<file path="src/rtl/wsd_pkg.sv">
// Shared constants, types and microprogram of the weight stability detector
`default_nettype none

package wsd_pkg;

  // Field and storage sizes
  localparam int unsigned DataW     = 24;
  localparam int unsigned MaxWindow = 16;
  localparam int unsigned AddrW     = $clog2(MaxWindow);
  localparam int unsigned LenW      = $clog2(MaxWindow + 1);
  localparam int unsigned SumW      = DataW + AddrW;
  localparam int unsigned CntW      = $clog2(((SumW > MaxWindow) ? SumW : MaxWindow) + 1);
  localparam int unsigned DivW      = AddrW + 1;
  localparam int unsigned WinLenW   = 5;
  localparam int unsigned AbsW      = 24;
  localparam int unsigned RelW      = 10;
  localparam int unsigned ProdW     = DataW + RelW;
  localparam int unsigned CfgIdxW   = 2;
  localparam int unsigned CfgDataW  = 24;
  localparam int unsigned StepW     = 5;

  // Per-mille scale of the relative test
  localparam int unsigned PermilleScale = 1000;

  // Register values after reset
  localparam logic [WinLenW-1:0] WinLenReset = WinLenW'(16);
  localparam logic [AbsW-1:0]    AbsReset    = AbsW'(10);
  localparam logic [RelW-1:0]    RelReset    = RelW'(50);

  // Configuration register indexes
  typedef enum logic [CfgIdxW-1:0] {
    CFG_WINDOW_LENGTH = 2'd0,
    CFG_ABS_LIMIT     = 2'd1,
    CFG_REL_LIMIT     = 2'd2
  } cfg_idx_e;

  // Datapath operations of one microcode word
  typedef enum logic [4:0] {
    OP_NOP,
    OP_LOAD,
    OP_MARK_FULL,
    OP_STORE,
    OP_REDUCE,
    OP_EMIT_RAW,
    OP_EMIT_AVG,
    OP_CLEAR,
    OP_RELAVG,
    OP_ERR_SAMPLE,
    OP_SUM_INIT,
    OP_SUM_READ,
    OP_DIV_INIT,
    OP_DIV_STEP,
    OP_SET_AVG,
    OP_CHK_READ,
    OP_SET_BAL
  } op_e;

  // Jump conditions of one microcode word
  typedef enum logic [3:0] {
    C_NEVER,
    C_ALWAYS,
    C_NO_INPUT,
    C_BAL,
    C_FULL,
    C_FAIL,
    C_LOOP_MORE,
    C_DIV_MORE,
    C_TMP_GE_LEN,
    C_OUT_BUSY
  } cond_e;

  typedef struct packed {
    logic               accept;
    op_e                op;
    cond_e              cond;
    logic [StepW-1:0]   target;
  } ucode_t;

  // Control handed from the sequencer to the datapath
  typedef struct packed {
    logic accept;
    op_e  op;
  } wsd_ctrl_t;

  // Status handed from the datapath to the sequencer
  typedef struct packed {
    logic in_valid;
    logic out_busy;
    logic balanced;
    logic full;
    logic fail;
    logic loop_more;
    logic div_more;
    logic tmp_ge_len;
  } wsd_status_t;

  // Program addresses
  localparam logic [StepW-1:0] StWait     = StepW'(0);
  localparam logic [StepW-1:0] StDispatch = StepW'(1);
  localparam logic [StepW-1:0] StFullTest = StepW'(2);
  localparam logic [StepW-1:0] StMarkFull = StepW'(3);
  localparam logic [StepW-1:0] StStore    = StepW'(4);
  localparam logic [StepW-1:0] StReduce   = StepW'(5);
  localparam logic [StepW-1:0] StEmitRaw  = StepW'(6);
  localparam logic [StepW-1:0] StRawDone  = StepW'(7);
  localparam logic [StepW-1:0] StBalRel   = StepW'(8);
  localparam logic [StepW-1:0] StBalErr   = StepW'(9);
  localparam logic [StepW-1:0] StBalCmp   = StepW'(10);
  localparam logic [StepW-1:0] StBalTest  = StepW'(11);
  localparam logic [StepW-1:0] StEmitAvg  = StepW'(12);
  localparam logic [StepW-1:0] StAvgDone  = StepW'(13);
  localparam logic [StepW-1:0] StBalClear = StepW'(14);
  localparam logic [StepW-1:0] StSumInit  = StepW'(15);
  localparam logic [StepW-1:0] StSumRead  = StepW'(16);
  localparam logic [StepW-1:0] StSumDrain = StepW'(17);
  localparam logic [StepW-1:0] StDivInit  = StepW'(18);
  localparam logic [StepW-1:0] StDivStep  = StepW'(19);
  localparam logic [StepW-1:0] StSetAvg   = StepW'(20);
  localparam logic [StepW-1:0] StChkRel   = StepW'(21);
  localparam logic [StepW-1:0] StChkRead  = StepW'(22);
  localparam logic [StepW-1:0] StChkErr   = StepW'(23);
  localparam logic [StepW-1:0] StChkCmp   = StepW'(24);
  localparam logic [StepW-1:0] StChkTest  = StepW'(25);
  localparam logic [StepW-1:0] StSetBal   = StepW'(26);

  // Build one microcode word
  function automatic ucode_t mk_word(input logic acc, input op_e op, input cond_e cond,
                                     input logic [StepW-1:0] target);
    ucode_t w;
    w.accept = acc;
    w.op     = op;
    w.cond   = cond;
    w.target = target;
    return w;
  endfunction

  // Control store: fall through to the next word unless the condition holds
  function automatic ucode_t ucode_rom(input logic [StepW-1:0] step);
    ucode_t w;
    w = mk_word(1'b0, OP_NOP, C_ALWAYS, StWait);
    unique case (step)
      StWait:     w = mk_word(1'b1, OP_LOAD,       C_NO_INPUT,   StWait);
      StDispatch: w = mk_word(1'b0, OP_NOP,        C_BAL,        StBalRel);
      StFullTest: w = mk_word(1'b0, OP_NOP,        C_FULL,       StSumInit);
      StMarkFull: w = mk_word(1'b0, OP_MARK_FULL,  C_NEVER,      StWait);
      StStore:    w = mk_word(1'b0, OP_STORE,      C_NEVER,      StWait);
      StReduce:   w = mk_word(1'b0, OP_REDUCE,     C_TMP_GE_LEN, StReduce);
      StEmitRaw:  w = mk_word(1'b0, OP_EMIT_RAW,   C_OUT_BUSY,   StEmitRaw);
      StRawDone:  w = mk_word(1'b0, OP_NOP,        C_ALWAYS,     StWait);
      StBalRel:   w = mk_word(1'b0, OP_RELAVG,     C_NEVER,      StWait);
      StBalErr:   w = mk_word(1'b0, OP_ERR_SAMPLE, C_NEVER,      StWait);
      StBalCmp:   w = mk_word(1'b0, OP_NOP,        C_NEVER,      StWait);
      StBalTest:  w = mk_word(1'b0, OP_NOP,        C_FAIL,       StBalClear);
      StEmitAvg:  w = mk_word(1'b0, OP_EMIT_AVG,   C_OUT_BUSY,   StEmitAvg);
      StAvgDone:  w = mk_word(1'b0, OP_NOP,        C_ALWAYS,     StWait);
      StBalClear: w = mk_word(1'b0, OP_CLEAR,      C_ALWAYS,     StStore);
      StSumInit:  w = mk_word(1'b0, OP_SUM_INIT,   C_NEVER,      StWait);
      StSumRead:  w = mk_word(1'b0, OP_SUM_READ,   C_LOOP_MORE,  StSumRead);
      StSumDrain: w = mk_word(1'b0, OP_NOP,        C_NEVER,      StWait);
      StDivInit:  w = mk_word(1'b0, OP_DIV_INIT,   C_NEVER,      StWait);
      StDivStep:  w = mk_word(1'b0, OP_DIV_STEP,   C_DIV_MORE,   StDivStep);
      StSetAvg:   w = mk_word(1'b0, OP_SET_AVG,    C_NEVER,      StWait);
      StChkRel:   w = mk_word(1'b0, OP_RELAVG,     C_NEVER,      StWait);
      StChkRead:  w = mk_word(1'b0, OP_CHK_READ,   C_LOOP_MORE,  StChkRead);
      StChkErr:   w = mk_word(1'b0, OP_NOP,        C_NEVER,      StWait);
      StChkCmp:   w = mk_word(1'b0, OP_NOP,        C_NEVER,      StWait);
      StChkTest:  w = mk_word(1'b0, OP_NOP,        C_FAIL,       StStore);
      StSetBal:   w = mk_word(1'b0, OP_SET_BAL,    C_ALWAYS,     StStore);
      default:    w = mk_word(1'b0, OP_NOP,        C_ALWAYS,     StWait);
    endcase
    return w;
  endfunction

  // Saturate the programmed window length into 2..MaxWindow
  function automatic logic [LenW-1:0] eff_len(input logic [WinLenW-1:0] wl);
    logic [LenW-1:0] n;
    if (int'(wl) < 2) begin
      n = LenW'(2);
    end else if (int'(wl) > int'(MaxWindow)) begin
      n = LenW'(MaxWindow);
    end else begin
      n = LenW'(wl);
    end
    return n;
  endfunction

endpackage

`default_nettype wire

</file>
<file path="src/rtl/wsd_ram.sv">
// Generic single-write, single-read RAM with registered read data
`default_nettype none

module wsd_ram #(
  parameter int unsigned Width = 8,
  parameter int unsigned Depth = 16
) (
  input  wire logic                     clk_i,
  input  wire logic                     we_i,
  input  wire logic [$clog2(Depth)-1:0] waddr_i,
  input  wire logic [Width-1:0]         wdata_i,
  input  wire logic [$clog2(Depth)-1:0] raddr_i,
  output logic      [Width-1:0]         rdata_o
);

  logic [Width-1:0] mem_q [Depth];

  // Write one entry, read one entry
  always_ff @(posedge clk_i) begin
    if (we_i) begin
      mem_q[waddr_i] <= wdata_i;
    end
    rdata_o <= mem_q[raddr_i];
  end

endmodule

`default_nettype wire

</file>
<file path="src/rtl/wsd_useq.sv">
// Microcode sequencer: step counter, control store and jump logic
`default_nettype none

module wsd_useq (
  input  wire logic                clk_i,
  input  wire logic                rst_ni,
  input  wire wsd_pkg::wsd_status_t status_i,
  output wsd_pkg::wsd_ctrl_t       ctrl_o
);

  logic [wsd_pkg::StepW-1:0] step_q, step_d;
  wsd_pkg::ucode_t           word;
  logic                      take;

  // Fetch the current control word
  assign word = wsd_pkg::ucode_rom(step_q);

  // Evaluate the jump condition
  always_comb begin
    unique case (word.cond)
      wsd_pkg::C_NEVER:      take = 1'b0;
      wsd_pkg::C_ALWAYS:     take = 1'b1;
      wsd_pkg::C_NO_INPUT:   take = !status_i.in_valid;
      wsd_pkg::C_BAL:        take = status_i.balanced;
      wsd_pkg::C_FULL:       take = status_i.full;
      wsd_pkg::C_FAIL:       take = status_i.fail;
      wsd_pkg::C_LOOP_MORE:  take = status_i.loop_more;
      wsd_pkg::C_DIV_MORE:   take = status_i.div_more;
      wsd_pkg::C_TMP_GE_LEN: take = status_i.tmp_ge_len;
      wsd_pkg::C_OUT_BUSY:   take = status_i.out_busy;
      default:               take = 1'b0;
    endcase
  end

  // Jump or advance
  assign step_d = take ? word.target : step_q + wsd_pkg::StepW'(1);

  always_ff @(posedge clk_i or negedge rst_ni) begin
    if (!rst_ni) begin
      step_q <= wsd_pkg::StWait;
    end else begin
      step_q <= step_d;
    end
  end

  assign ctrl_o.accept = word.accept;
  assign ctrl_o.op     = word.op;

endmodule

`default_nettype wire

</file>
<file path="src/rtl/wsd_dpath.sv">
// Datapath: window store, summing, serial divider, limit checks, result register
`default_nettype none

module wsd_dpath (
  input  wire logic                          clk_i,
  input  wire logic                          rst_ni,
  input  wire wsd_pkg::wsd_ctrl_t            ctrl_i,
  output wsd_pkg::wsd_status_t               status_o,
  input  wire logic                          cfg_we_i,
  input  wire logic [wsd_pkg::CfgIdxW-1:0]   cfg_idx_i,
  input  wire logic [wsd_pkg::CfgDataW-1:0]  cfg_data_i,
  input  wire logic                          in_valid_i,
  input  wire logic [wsd_pkg::DataW-1:0]     sample_i,
  input  wire logic                          out_stall_i,
  output logic                               out_valid_o,
  output logic      [wsd_pkg::DataW-1:0]     shown_value_o,
  output logic                               showing_average_o,
  output logic                               balanced_o
);

  // Configuration registers
  logic [wsd_pkg::WinLenW-1:0] win_len_q;
  logic [wsd_pkg::AbsW-1:0]    abs_q;
  logic [wsd_pkg::RelW-1:0]    rel_q;
  logic [wsd_pkg::LenW-1:0]    len_eff;

  // Control state
  logic [wsd_pkg::AddrW-1:0]   wi_q, wi_d;
  logic                        full_q, full_d;
  logic                        bal_q, bal_d;
  logic [wsd_pkg::DataW-1:0]   avg_q, avg_d;
  logic [wsd_pkg::MaxWindow-1:0] valid_q, valid_d;
  logic                        fail_q, fail_d;
  logic                        rd_sum_q, rd_sum_d;
  logic                        rd_chk_q, rd_chk_d;
  logic                        err_pend_q, err_pend_d;
  logic                        rvalid_q, rvalid_d;
  logic                        out_valid_q, out_valid_d;

  // Working registers
  logic [wsd_pkg::DataW-1:0]   sample_q, sample_d;
  logic [wsd_pkg::LenW-1:0]    tmp_q, tmp_d;
  logic [wsd_pkg::SumW-1:0]    acc_q, acc_d;
  logic [wsd_pkg::AddrW-1:0]   rem_q, rem_d;
  logic [wsd_pkg::CntW-1:0]    cnt_q, cnt_d;
  logic [wsd_pkg::ProdW-1:0]   relavg_q, relavg_d;
  logic [wsd_pkg::DataW-1:0]   err_q, err_d;
  logic [wsd_pkg::DataW-1:0]   shown_q, shown_d;
  logic                        show_avg_q, show_avg_d;
  logic                        bal_out_q, bal_out_d;

  // Combinational helpers
  logic [wsd_pkg::DataW-1:0]   ram_rdata;
  logic [wsd_pkg::DataW-1:0]   rd_data;
  logic [wsd_pkg::AddrW-1:0]   raddr;
  logic                        ram_we;
  logic [wsd_pkg::DataW-1:0]   err_src;
  logic [wsd_pkg::DataW-1:0]   err_calc;
  logic [wsd_pkg::ProdW-1:0]   err_scaled;
  logic                        err_fail;
  logic [wsd_pkg::DivW-1:0]    trial;
  logic                        trial_ge;
  logic                        out_busy;
  logic                        emit;
  logic                        loop_more;
  logic                        div_more;
  logic                        tmp_ge_len;

  assign len_eff = wsd_pkg::eff_len(win_len_q);

  // Hold configuration; the user must write it only while idle, the block does not enforce this
  always_ff @(posedge clk_i or negedge rst_ni) begin
    if (!rst_ni) begin
      win_len_q <= wsd_pkg::WinLenReset;
      abs_q     <= wsd_pkg::AbsReset;
      rel_q     <= wsd_pkg::RelReset;
    end else if (cfg_we_i) begin
      unique case (wsd_pkg::cfg_idx_e'(cfg_idx_i))
        wsd_pkg::CFG_WINDOW_LENGTH: win_len_q <= cfg_data_i[wsd_pkg::WinLenW-1:0];
        wsd_pkg::CFG_ABS_LIMIT:     abs_q     <= cfg_data_i[wsd_pkg::AbsW-1:0];
        wsd_pkg::CFG_REL_LIMIT:     rel_q     <= cfg_data_i[wsd_pkg::RelW-1:0];
        default: ;
      endcase
    end
  end

  // Window store; entries without a valid bit read as zero
  assign raddr  = cnt_q[wsd_pkg::AddrW-1:0];
  assign ram_we = (ctrl_i.op == wsd_pkg::OP_STORE);

  wsd_ram #(
    .Width (wsd_pkg::DataW),
    .Depth (wsd_pkg::MaxWindow)
  ) u_wsd_ram (
    .clk_i   (clk_i),
    .we_i    (ram_we),
    .waddr_i (wi_q),
    .wdata_i (sample_q),
    .raddr_i (raddr),
    .rdata_o (ram_rdata)
  );

  assign rd_data = rvalid_q ? ram_rdata : '0;

  // Absolute deviation from the held average
  assign err_src  = (ctrl_i.op == wsd_pkg::OP_ERR_SAMPLE) ? sample_q : rd_data;
  assign err_calc = (err_src >= avg_q) ? (err_src - avg_q) : (avg_q - err_src);

  // Limit tests on a registered deviation
  assign err_scaled = wsd_pkg::ProdW'(err_q) * wsd_pkg::ProdW'(wsd_pkg::PermilleScale);
  assign err_fail   = (err_q > abs_q) || (err_scaled > relavg_q);

  // Restoring divider, one quotient bit per step
  assign trial    = {rem_q, acc_q[wsd_pkg::SumW-1]};
  assign trial_ge = (trial >= wsd_pkg::DivW'(len_eff));

  // Loop tests for the sequencer
  assign loop_more  = ((wsd_pkg::CntW+1)'(cnt_q) + (wsd_pkg::CntW+1)'(1))
                      < (wsd_pkg::CntW+1)'(len_eff);
  assign div_more   = (cnt_q != wsd_pkg::CntW'(wsd_pkg::SumW - 1));
  assign tmp_ge_len = (tmp_q >= len_eff);

  assign out_busy = out_valid_q && out_stall_i;
  assign emit     = ((ctrl_i.op == wsd_pkg::OP_EMIT_RAW) ||
                     (ctrl_i.op == wsd_pkg::OP_EMIT_AVG)) && !out_busy;

  // Execute the current operation
  always_comb begin
    wi_d      = wi_q;
    full_d    = full_q;
    bal_d     = bal_q;
    avg_d     = avg_q;
    valid_d   = valid_q;
    fail_d    = fail_q;
    sample_d  = sample_q;
    tmp_d     = tmp_q;
    acc_d     = acc_q;
    rem_d     = rem_q;
    cnt_d     = cnt_q;
    relavg_d  = relavg_q;

    // Accumulate or compare what the read pipeline delivers
    if (rd_sum_q) begin
      acc_d = acc_q + wsd_pkg::SumW'(rd_data);
    end
    if (err_pend_q && err_fail) begin
      fail_d = 1'b1;
    end

    unique case (ctrl_i.op) inside
      wsd_pkg::OP_LOAD: begin
        if (in_valid_i) begin
          sample_d = sample_i;
        end
      end
      wsd_pkg::OP_MARK_FULL: begin
        if (wsd_pkg::LenW'(wi_q) + wsd_pkg::LenW'(1) == len_eff) begin
          full_d = 1'b1;
        end
      end
      wsd_pkg::OP_STORE: begin
        valid_d[wi_q] = 1'b1;
        tmp_d         = wsd_pkg::LenW'(wi_q) + wsd_pkg::LenW'(1);
      end
      wsd_pkg::OP_REDUCE: begin
        if (tmp_ge_len) begin
          tmp_d = tmp_q - len_eff;
        end else begin
          wi_d = tmp_q[wsd_pkg::AddrW-1:0];
        end
      end
      wsd_pkg::OP_CLEAR: begin
        valid_d = '0;
        wi_d    = '0;
        full_d  = 1'b0;
        bal_d   = 1'b0;
        avg_d   = '0;
      end
      wsd_pkg::OP_RELAVG: begin
        fail_d   = 1'b0;
        cnt_d    = '0;
        relavg_d = wsd_pkg::ProdW'(rel_q) * wsd_pkg::ProdW'(avg_q);
      end
      wsd_pkg::OP_SUM_INIT: begin
        acc_d = '0;
        cnt_d = '0;
      end
      wsd_pkg::OP_SUM_READ, wsd_pkg::OP_CHK_READ: begin
        cnt_d = cnt_q + wsd_pkg::CntW'(1);
      end
      wsd_pkg::OP_DIV_INIT: begin
        rem_d = '0;
        cnt_d = '0;
      end
      wsd_pkg::OP_DIV_STEP: begin
        if (trial_ge) begin
          rem_d = wsd_pkg::AddrW'(trial - wsd_pkg::DivW'(len_eff));
        end else begin
          rem_d = trial[wsd_pkg::AddrW-1:0];
        end
        acc_d = {acc_q[wsd_pkg::SumW-2:0], trial_ge};
        cnt_d = cnt_q + wsd_pkg::CntW'(1);
      end
      wsd_pkg::OP_SET_AVG: begin
        avg_d = acc_q[wsd_pkg::DataW-1:0];
      end
      wsd_pkg::OP_SET_BAL: begin
        bal_d = 1'b1;
      end
      default: ;
    endcase
  end

  // Track reads in flight and deviations waiting for the compare
  assign rd_sum_d   = (ctrl_i.op == wsd_pkg::OP_SUM_READ);
  assign rd_chk_d   = (ctrl_i.op == wsd_pkg::OP_CHK_READ);
  assign err_pend_d = (ctrl_i.op == wsd_pkg::OP_ERR_SAMPLE) || rd_chk_q;
  assign rvalid_d   = valid_q[raddr];
  assign err_d      = err_pend_d ? err_calc : err_q;

  // Load the result register, drop it when taken
  always_comb begin
    out_valid_d = out_valid_q && out_stall_i;
    shown_d     = shown_q;
    show_avg_d  = show_avg_q;
    bal_out_d   = bal_out_q;
    if (emit) begin
      out_valid_d = 1'b1;
      bal_out_d   = bal_q;
      if (ctrl_i.op == wsd_pkg::OP_EMIT_AVG) begin
        shown_d    = avg_q;
        show_avg_d = 1'b1;
      end else begin
        shown_d    = sample_q;
        show_avg_d = 1'b0;
      end
    end
  end

  // Control state flops
  always_ff @(posedge clk_i or negedge rst_ni) begin
    if (!rst_ni) begin
      wi_q        <= '0;
      full_q      <= 1'b0;
      bal_q       <= 1'b0;
      avg_q       <= '0;
      valid_q     <= '0;
      fail_q      <= 1'b0;
      rd_sum_q    <= 1'b0;
      rd_chk_q    <= 1'b0;
      err_pend_q  <= 1'b0;
      rvalid_q    <= 1'b0;
      out_valid_q <= 1'b0;
    end else begin
      wi_q        <= wi_d;
      full_q      <= full_d;
      bal_q       <= bal_d;
      avg_q       <= avg_d;
      valid_q     <= valid_d;
      fail_q      <= fail_d;
      rd_sum_q    <= rd_sum_d;
      rd_chk_q    <= rd_chk_d;
      err_pend_q  <= err_pend_d;
      rvalid_q    <= rvalid_d;
      out_valid_q <= out_valid_d;
    end
  end

  // Payload flops
  always_ff @(posedge clk_i) begin
    sample_q   <= sample_d;
    tmp_q      <= tmp_d;
    acc_q      <= acc_d;
    rem_q      <= rem_d;
    cnt_q      <= cnt_d;
    relavg_q   <= relavg_d;
    err_q      <= err_d;
    shown_q    <= shown_d;
    show_avg_q <= show_avg_d;
    bal_out_q  <= bal_out_d;
  end

  assign status_o.in_valid   = in_valid_i;
  assign status_o.out_busy   = out_busy;
  assign status_o.balanced   = bal_q;
  assign status_o.full       = full_q;
  assign status_o.fail       = fail_q;
  assign status_o.loop_more  = loop_more;
  assign status_o.div_more   = div_more;
  assign status_o.tmp_ge_len = tmp_ge_len;

  assign out_valid_o       = out_valid_q;
  assign shown_value_o     = shown_q;
  assign showing_average_o = show_avg_q;
  assign balanced_o        = bal_out_q;

endmodule

`default_nettype wire

</file>
<file path="src/rtl/weight_stability_detector.sv">
// A request takes the short path while filling or for a sample that keeps the balance, the
// longer one for a sample that breaks it; the reduce step repeats per extra index wrap after a length cut.
// A full, unbalanced window is processed in order: one read per entry to sum, a 28-step
// serial divider, one read per entry.
// Requests are handled one at a time; the next is taken only after the result is loaded.
// Reset: asynchronous, active low; clears flags, index, valid bits; length 16, 10, 50 permille.
`default_nettype none

module weight_stability_detector (
  input  wire logic                          clk_i,
  input  wire logic                          rst_ni,
  input  wire logic                          cfg_we_i,
  input  wire logic [wsd_pkg::CfgIdxW-1:0]   cfg_idx_i,
  input  wire logic [wsd_pkg::CfgDataW-1:0]  cfg_data_i,
  input  wire logic                          in_valid_i,
  output logic                               in_stall_o,
  input  wire logic [wsd_pkg::DataW-1:0]     sample_i,
  output logic                               out_valid_o,
  input  wire logic                          out_stall_i,
  output logic      [wsd_pkg::DataW-1:0]     shown_value_o,
  output logic                               showing_average_o,
  output logic                               balanced_o
);

  wsd_pkg::wsd_ctrl_t   ctrl;
  wsd_pkg::wsd_status_t status;

  // Sequence the microprogram
  wsd_useq u_wsd_useq (
    .clk_i    (clk_i),
    .rst_ni   (rst_ni),
    .status_i (status),
    .ctrl_o   (ctrl)
  );

  // Run the datapath
  wsd_dpath u_wsd_dpath (
    .clk_i             (clk_i),
    .rst_ni            (rst_ni),
    .ctrl_i            (ctrl),
    .status_o          (status),
    .cfg_we_i          (cfg_we_i),
    .cfg_idx_i         (cfg_idx_i),
    .cfg_data_i        (cfg_data_i),
    .in_valid_i        (in_valid_i),
    .sample_i          (sample_i),
    .out_stall_i       (out_stall_i),
    .out_valid_o       (out_valid_o),
    .shown_value_o     (shown_value_o),
    .showing_average_o (showing_average_o),
    .balanced_o        (balanced_o)
  );

  // Take a request only in the wait step
  assign in_stall_o = !ctrl.accept;

endmodule

`default_nettype wire

</file>
<file path="config.mk">
export PLATFORM = sky130hd
export DESIGN_NAME = weight_stability_detector
export DESIGN_NICKNAME = d
export VERILOG_FILES = /design/src/rtl/wsd_pkg.sv /design/src/rtl/wsd_ram.sv /design/src/rtl/wsd_useq.sv /design/src/rtl/wsd_dpath.sv /design/src/rtl/weight_stability_detector.sv
export SDC_FILE = /design/constraint.sdc
export NUM_CORES = 2
export LEC_CHECK = 0
export BUFFER_PORTS_ARGS = -buffer_cell sky130_fd_sc_hd__buf_2
export CAP_MARGIN = 25
export CORE_UTILIZATION = 55
export CTS_CLUSTER_SIZE = 30
export DETAILED_ROUTE_END_ITERATION = 7
export HOLD_SLACK_MARGIN = 0.05
export PLACE_DENSITY = 0.73
export SYNTH_ARGS = -nofsm -noshare
export SYNTH_HDL_FRONTEND = slang
export SYNTH_HIERARCHICAL = 1
export SYNTH_SLANG_ARGS = --single-unit
</file>
<file path="constraint.sdc">
create_clock -name clk_i -period 8.03 [get_ports clk_i]
set_input_delay 0.803 -clock clk_i [delete_from_list [all_inputs] [get_ports clk_i]]
set_output_delay 0.803 -clock clk_i [all_outputs]
set_load 0.01 [all_outputs]
</file>
# Word-level counts from Yosys, hierarchy flattened
# Memories as Yosys holds them, arrays and structs flattened. A register that Yosys moved wholly into a read port is not among the register bits.
# Index checks and enable logic that the tools add are counted.
[totals] regBits=246 ramBits=384 rom_bits=480 input_bits=55 out_inout_bits=28 word_cells=144 mem_count=2
[memory_table] memory="(no name shown)" depth=32 width=15 rd=1 rd_ports_with_merged_regs=0 wr=0 line_no="wsd_pkg.sv:141" rtl="unique case (step)"
[memory_table] memory="u_wsd_dpath.u_wsd_ram.mem_q" depth=16 width=24 rd=1 rd_ports_with_merged_regs=1 wr=1 line_no="wsd_ram.sv:16" rtl="logic [Width-1:0] mem_q [Depth];"
[classes] n_addsub=9 multipliers=2 magnitude_cmp=11 n_eq_ne=32 muxes=32 bitwise=1 reduce_logical=30
[ops] op="24-bit 2-to-1 mux" n=4
[ops] op="28-bit one-hot mux with 2 select lines" n=1
[ops] op="24-bit one-hot mux with 2 select lines" n=1
[ops] op="24-bit subtractor" n=2
[ops] op="5-bit by 4-bit equality test with 1-bit output (second input constant)" n=8
[ops] op="34-bit > comparator" n=1
[ops] op="10-bit by 24-bit multiplier with 34-bit output" n=1
[ops] op="16-bit one-hot mux with 2 select lines" n=1
[ops] op="24-bit by 7-bit multiplier with 31-bit output (second input constant)" n=1
[ops] op="28-bit by 24-bit adder with 28-bit output" n=1
[ops] op="28-bit 2-to-1 mux" n=1
[ops] op="24-bit greater-or-equal comparator" n=1
[ops] op="24-bit > comparator" n=1
[ops] op="5-bit by 3-bit equality test with 1-bit output (second input constant)" n=4
[ops] op="5-bit 2-to-1 mux" n=4
[ops] op="5-bit one-hot mux with 2 select lines" n=2
[ops] op="2-bit nonzero test" n=9
[ops] op="4-bit by 3-bit equality test with 1-bit output (second input constant)" n=4
[ops] op="16-bit bitwise OR" n=1
[ops] op="4-bit one-hot mux with 2 select lines" n=2
[ops] op="2-bit AND reduction" n=7
[ops] op="5-bit by 1-bit adder with 5-bit output (second input constant)" n=2
[ops] op="5-bit by 2-bit equality test with 1-bit output (second input constant)" n=2
[ops] op="5-bit greater-or-equal comparator" n=2
[ops] op="32 further kinds" n=54

# Depth between registers and ports, before layout
[logic_depth] word_depth=6 mapped_depth=26 depth_no_buf=26

# By module
# Netlist, hierarchy kept.
[modules_own_cells] mod="wsd_dpath" instances=1 cells_per_inst=2722 area_per_inst_um2=26409.1 seq_area_each_um2=6789.0
[modules_own_cells] mod="wsd_ram" instances=1 cells_per_inst=636 area_per_inst_um2=14930.6 seq_area_each_um2=12011.5
[modules_own_cells] mod="wsd_useq" instances=1 cells_per_inst=120 area_per_inst_um2=897.1 seq_area_each_um2=125.1
[modules_own_cells] mod="weight_stability_detector" instances=1 cells_per_inst=1 area_per_inst_um2=3.8 seq_area_each_um2=0.0

# Worst setup path after synthesis
# Ideal clock, no wire load.
[synth_timing] path_type="reg2reg" startpoint="register u_wsd_dpath/err_q[16] (netlist bit)" endpoint="register u_wsd_dpath.fail_q" setup_ns=0.124 t_arrival_ns=5.619 required_ns=7.906 slack_ns=2.287 path_stages_with_launch=25 n_path_buf=0 path_cell_list="edfxtp_1 -> inv_1 -> fa_1 -> fa_1 -> inv_1 -> fa_1 -> inv_1 -> fa_1 -> inv_1 -> ha_1 -> a21o_1 -> a21o_1 -> a21o_1 -> a21o_1 -> a221o_1 -> a21o_1 -> a21oi_1 -> xnor2_1 -> ha_1 -> a21o_1 -> a21oi_1 -> nor2b_1 -> a211oi_1 -> a22oi_1 -> o31a_1"
[synth_between] elab_chain_len=5 word_cells_on_any_way=6
[synth_lines] item="start, declared" line_no="wsd_dpath.sv:47" rtl="logic [wsd_pkg::DataW-1:0] err_q, err_d;"
[synth_lines] item="start signal, assigned" line_no="wsd_dpath.sv:277" rtl="err_q <= err_d;"
[synth_lines] item="24-bit by 7-bit multiplier with 31-bit output" line_no="wsd_dpath.sv:110" rtl="assign err_scaled = wsd_pkg::ProdW'(err_q) * wsd_pkg::ProdW'(wsd_pkg::PermilleScale);"
[synth_lines] item="34-bit > comparator" line_no="wsd_dpath.sv:111" rtl="assign err_fail = (err_q > abs_q) || (err_scaled > relavg_q);"
[synth_lines] item="1-bit logical OR (*)" line_no="wsd_dpath.sv:111"
[synth_lines] item="1-bit logical AND (*)" line_no="wsd_dpath.sv:146" rtl="if (err_pend_q && err_fail) begin"
[synth_lines] item="2-bit nonzero test (no line) (*)"
[synth_lines] item="end signal, assigned" line_no="wsd_dpath.sv:260" rtl="fail_q <= fail_d;"
[synth_lines] item="end, declared" line_no="wsd_dpath.sv:33" rtl="logic fail_q, fail_d;"
# Every way passes the cells marked *; elsewhere a longest branch is shown, timed or not.
# A chain may end at the register's enable or synchronous reset.

==> summary.txt <==
Outcome
  • Result of the run: finished clean

GRT
  • Overflow left after global routing: 0
  • Antenna violations before repair: 2
  • GRT Overall Usage: 0.260
  • Global-route wire length before repair: 155 mm
  • Via count of the first global-routing pass: 27,700
  • Largest net degree at the start of global routing: between 100 and 150

Drt
  • Residual DRC count: 0
  • Number of vias in the routed layout: 27,100
  • Average via count per standard cell: between 5 and 6
  • Pre-Repair DR Iteration Count: 6
  • Detailed router's first-iteration violation count: 2,420
  • Per-cell routed wire length: 21.7 um
  • ANT nets after route: 0
  • Wire length after detailed routing: 99.9 mm

CTS
  • Clock Root Buffer: clkbuf_16
  • Number of clock sinks seen by CTS: 654
  • Number of buffers inserted by post-CTS setup repair: 0
  • CTS H-Tree Depth: 3
  • Cts bufs inserted: 69
  • Clock slew seen by the registers of the worst setup and hold paths: roughly 0.06 ns
  • CTS tree: yes
  • Max Root-Sink Buffers: 3
  • Number of hold buffers added after cts: 0
  • Count of instances resized after the clock tree is built: 0
  • Insertion delay to the later sink of the worst-skew pair: 0.63 ns

Synth
  • Share of async-settable or async-resettable flops after synthesis: 0.147
  • Yosys warning count: 6
  • Flip-flop and latch count after synthesis: roughly 650
  • Leading post-synthesis cells by cell area: edfxtp_1 (38%), fa_1 (13%), ha_1 (8.6%)
  • Library cells used by synthesis: 100
  • Share of Yosys cell area claimed by the top area cell type: 0.380
  • Sequential-to-total area share from yosys stat: 0.448
  • Syn Std Cell Area: between 40,000 and 50,000 sq um
  • Post-Synthesis Mean Instance Area: around 12 sq um
  • Most used flip-flop cell after synthesis: edfxtp_1
  • Cell type with the largest total area after synthesis: edfxtp_1
  • Number of standard cells after synthesis: 3,479
  • Number of synthesized flops with an enable pin: 534
  • Post-Syn Nets: just over 4,000

Timing
  • RSZ-0062 raised after global routing: false
  • Shortest period the worst path allows: 6.37 ns
  • Post-route setup TNS: 0 ns
  • Number of failing setup endpoints in the final timing report: 0
  • Worst hold-check slack: 0.179 ns
  • Measured slew at the worst slew-check pin: 1.07 ns
  • Maximum achievable frequency: 0.157 GHz
  • Part of the cycle the worst path needs: 0.793
  • Number of hold-slack violations in the final timing report: 0
  • Headroom to the max-slew limit: 0.286
  • Worst Clk Skew: about 0.026 ns
  • Final count of pins violating max slew: 0

Setup path
  • Register-to-Register Path Depth: 19
  • Critical Path End Type: register
  • Data arrival time of the critical path: just under 7 ns
  • Element type at the critical path start: register
  • Largest fanout on the critical path: 31
  • Classification of the worst setup path: reg -> reg
  • Worst path required time: 8.39 ns
  • Reg2Reg Setup Slack: 1.66 ns
  • Worst reg2reg startpoint: u_wsd_useq/step_q[2]
  • FF-to-FF End: u_wsd_dpath/err_q[22]

Die
  • Chip Width: between 200 and 300 um
  • Std cell rows: 101
  • Initial Utilization: 0.556
  • Number of top-level pins: 83
  • Die footprint: 77,900 sq um
  • Die Y: 279 um
  • Placeable core area: 75,900 sq um

Cells and area
  • Ratio of cells with drive above 1 in the final layout: 0.123
  • Final #Nets: 4,132
  • Share of the core filled with cells: 0.606
  • Relative area change from synthesis to final layout: 8.93%
  • Post-route cell area: 46,000 sq um

Placement
  • Count of input and output buffers: 82
  • Post-Place Cell Area: 43,700 sq um
  • Half-perimeter wire length of the detailed placement result: between 70 and 80 mm
  • Gp weighted congestion: 0.928

Worst hold path
  • Type of the most critical hold path: in -> async

Flow run
  • Total of max-cap violations: 0
-- per-stage QoR --
stage                     instances  worst slack, ns
after global placement         4478             1.73
final                          4608             1.66
after global routing           4607             1.17
after CTS                      4607             1.69
after floorplan                3479             2.29
after detailed placement       4480             1.70
-- metal layers --
layer  up-vias  global-route usage  routed length (um)
li1      12400                   -                   -
met1     13600               0.341               41300
met2       964               0.445               49500
met3       184              0.0370                6090
met4         0              0.0833                3010
met5         -                   0                   0
-- how the worst max path moves through the flow --
stage,start,to,depth (start not counted)
floorplan,u_wsd_dpath/err_q[16],u_wsd_dpath/fail_q,24
global placement,u_wsd_dpath/err_q[2],u_wsd_dpath/fail_q,23
detailed placement,u_wsd_dpath/err_q[6],u_wsd_dpath/fail_q,22
CTS,u_wsd_dpath/err_q[6],u_wsd_dpath/fail_q,25
global route,u_wsd_useq/step_q[2],u_wsd_dpath/err_q[22],19
finish,u_wsd_useq/step_q[2],u_wsd_dpath/err_q[22],19
-- cells in the mapped netlist (13+ instances only) --
master,number
nor3_1,26
inv_1,411
edfxtp_1,534
o21ai_0,116
o21a_1,16
buf_2,20
a22o_1,44
fa_1,264
nor2_1,120
a21oi_1,155
and2_1,126
a31oi_1,30
a21o_1,87
and3_1,19
ha_1,292
nand3_1,40
a22oi_1,51
o21bai_1,13
mux2_2,40
mux4_2,102
nand2_1,308
xnor2_1,78
dfxtp_1,24
a21boi_0,28
o211ai_1,17
clkbuf_1,115
nand2b_1,29
dfrtp_1,90
a211oi_1,23
xor2_1,34
nor2b_1,26
nand4_1,26
-- worst max-delay path, cell delays in order (launching register included) --
cell and delay (ns):
dfrtp_1 0.85, inv_1 0.22, nand2_1 0.14, o211ai_1 0.09, o22ai_1 0.44, inv_1 0.11
nor2_1 0.33, nand3_1 0.71, a21boi_0 0.55, inv_1 0.08, ha_1 0.37, nor2b_4 0.16
o31a_1 0.28, o21bai_2 0.19, nand4_2 0.17, o21bai_4 0.33, nand2_4 0.27, o31a_1 0.40
a31oi_1 0.30, xnor2_1 0.10
-- layout make-up --
class	instances	area, sq um
Fill cell	5929	29900
Timing Repair Buffer	125	781
Inverter	412	1550
Tap cell	1030	1290
Clock inverter	43	487
Sequential cell	654	18900
Multi-Input combinational cell	2259	21200
Clock buffer	84	1820
Antenna cell	1	2.50
-- state kept, by name, summed over array words and instances, names as in the netlist, 10 cells and up --
register and flops:
u_wsd_dpath/valid_q 16, u_wsd_dpath/abs_q 24, u_wsd_dpath/shown_value_o 24, u_wsd_dpath/rel_q 10, u_wsd_dpath/u_wsd_ram/mem_q 384, u_wsd_dpath/u_wsd_ram/rdata_o 24, u_wsd_dpath/acc_q 28, u_wsd_dpath/relavg_q 34
u_wsd_dpath/avg_q 24, u_wsd_dpath/sample_q 24, u_wsd_dpath/err_q 24
-- layout by cell type, fill, tap and decap left out, types with 30 or more instances in the layout --
cell and instances:
xnor2_1 78, a21o_1 87, a22o_1 44, mux4_2 102, ha_1 292, mux2_2 40, xor2_1 34, buf_4 41
buf_2 81, edfxtp_1 534, nor2_1 106, a21oi_1 155, clkbuf_16 69, a22oi_1 51, nand2_1 308, and2_1 126
o21ai_0 116, fa_1 264, inv_1 411, nand3_1 39, a31oi_1 30, dfrtp_1 90
-- kinds of logic (layout without fill, tap and decap cells) --
kind of cell               after synthesis  count (layout)  share of synthesized area
and+or+nand+nor                        776             776                     0.0897
buffers and inverters                  566             664                     0.0532
DFF                                    654             654                      0.448
other                                    0               1                          0
AOI/OAI and AO/OA                      662             662                      0.106
muxes                                  153             153                     0.0678
adders and majority gates              556             556                      0.212
xor gates and xnor gates               112             112                     0.0232
Power is not shown: default switching activity piles up to over one toggle a cycle in this logic, so the estimate is an artifact.
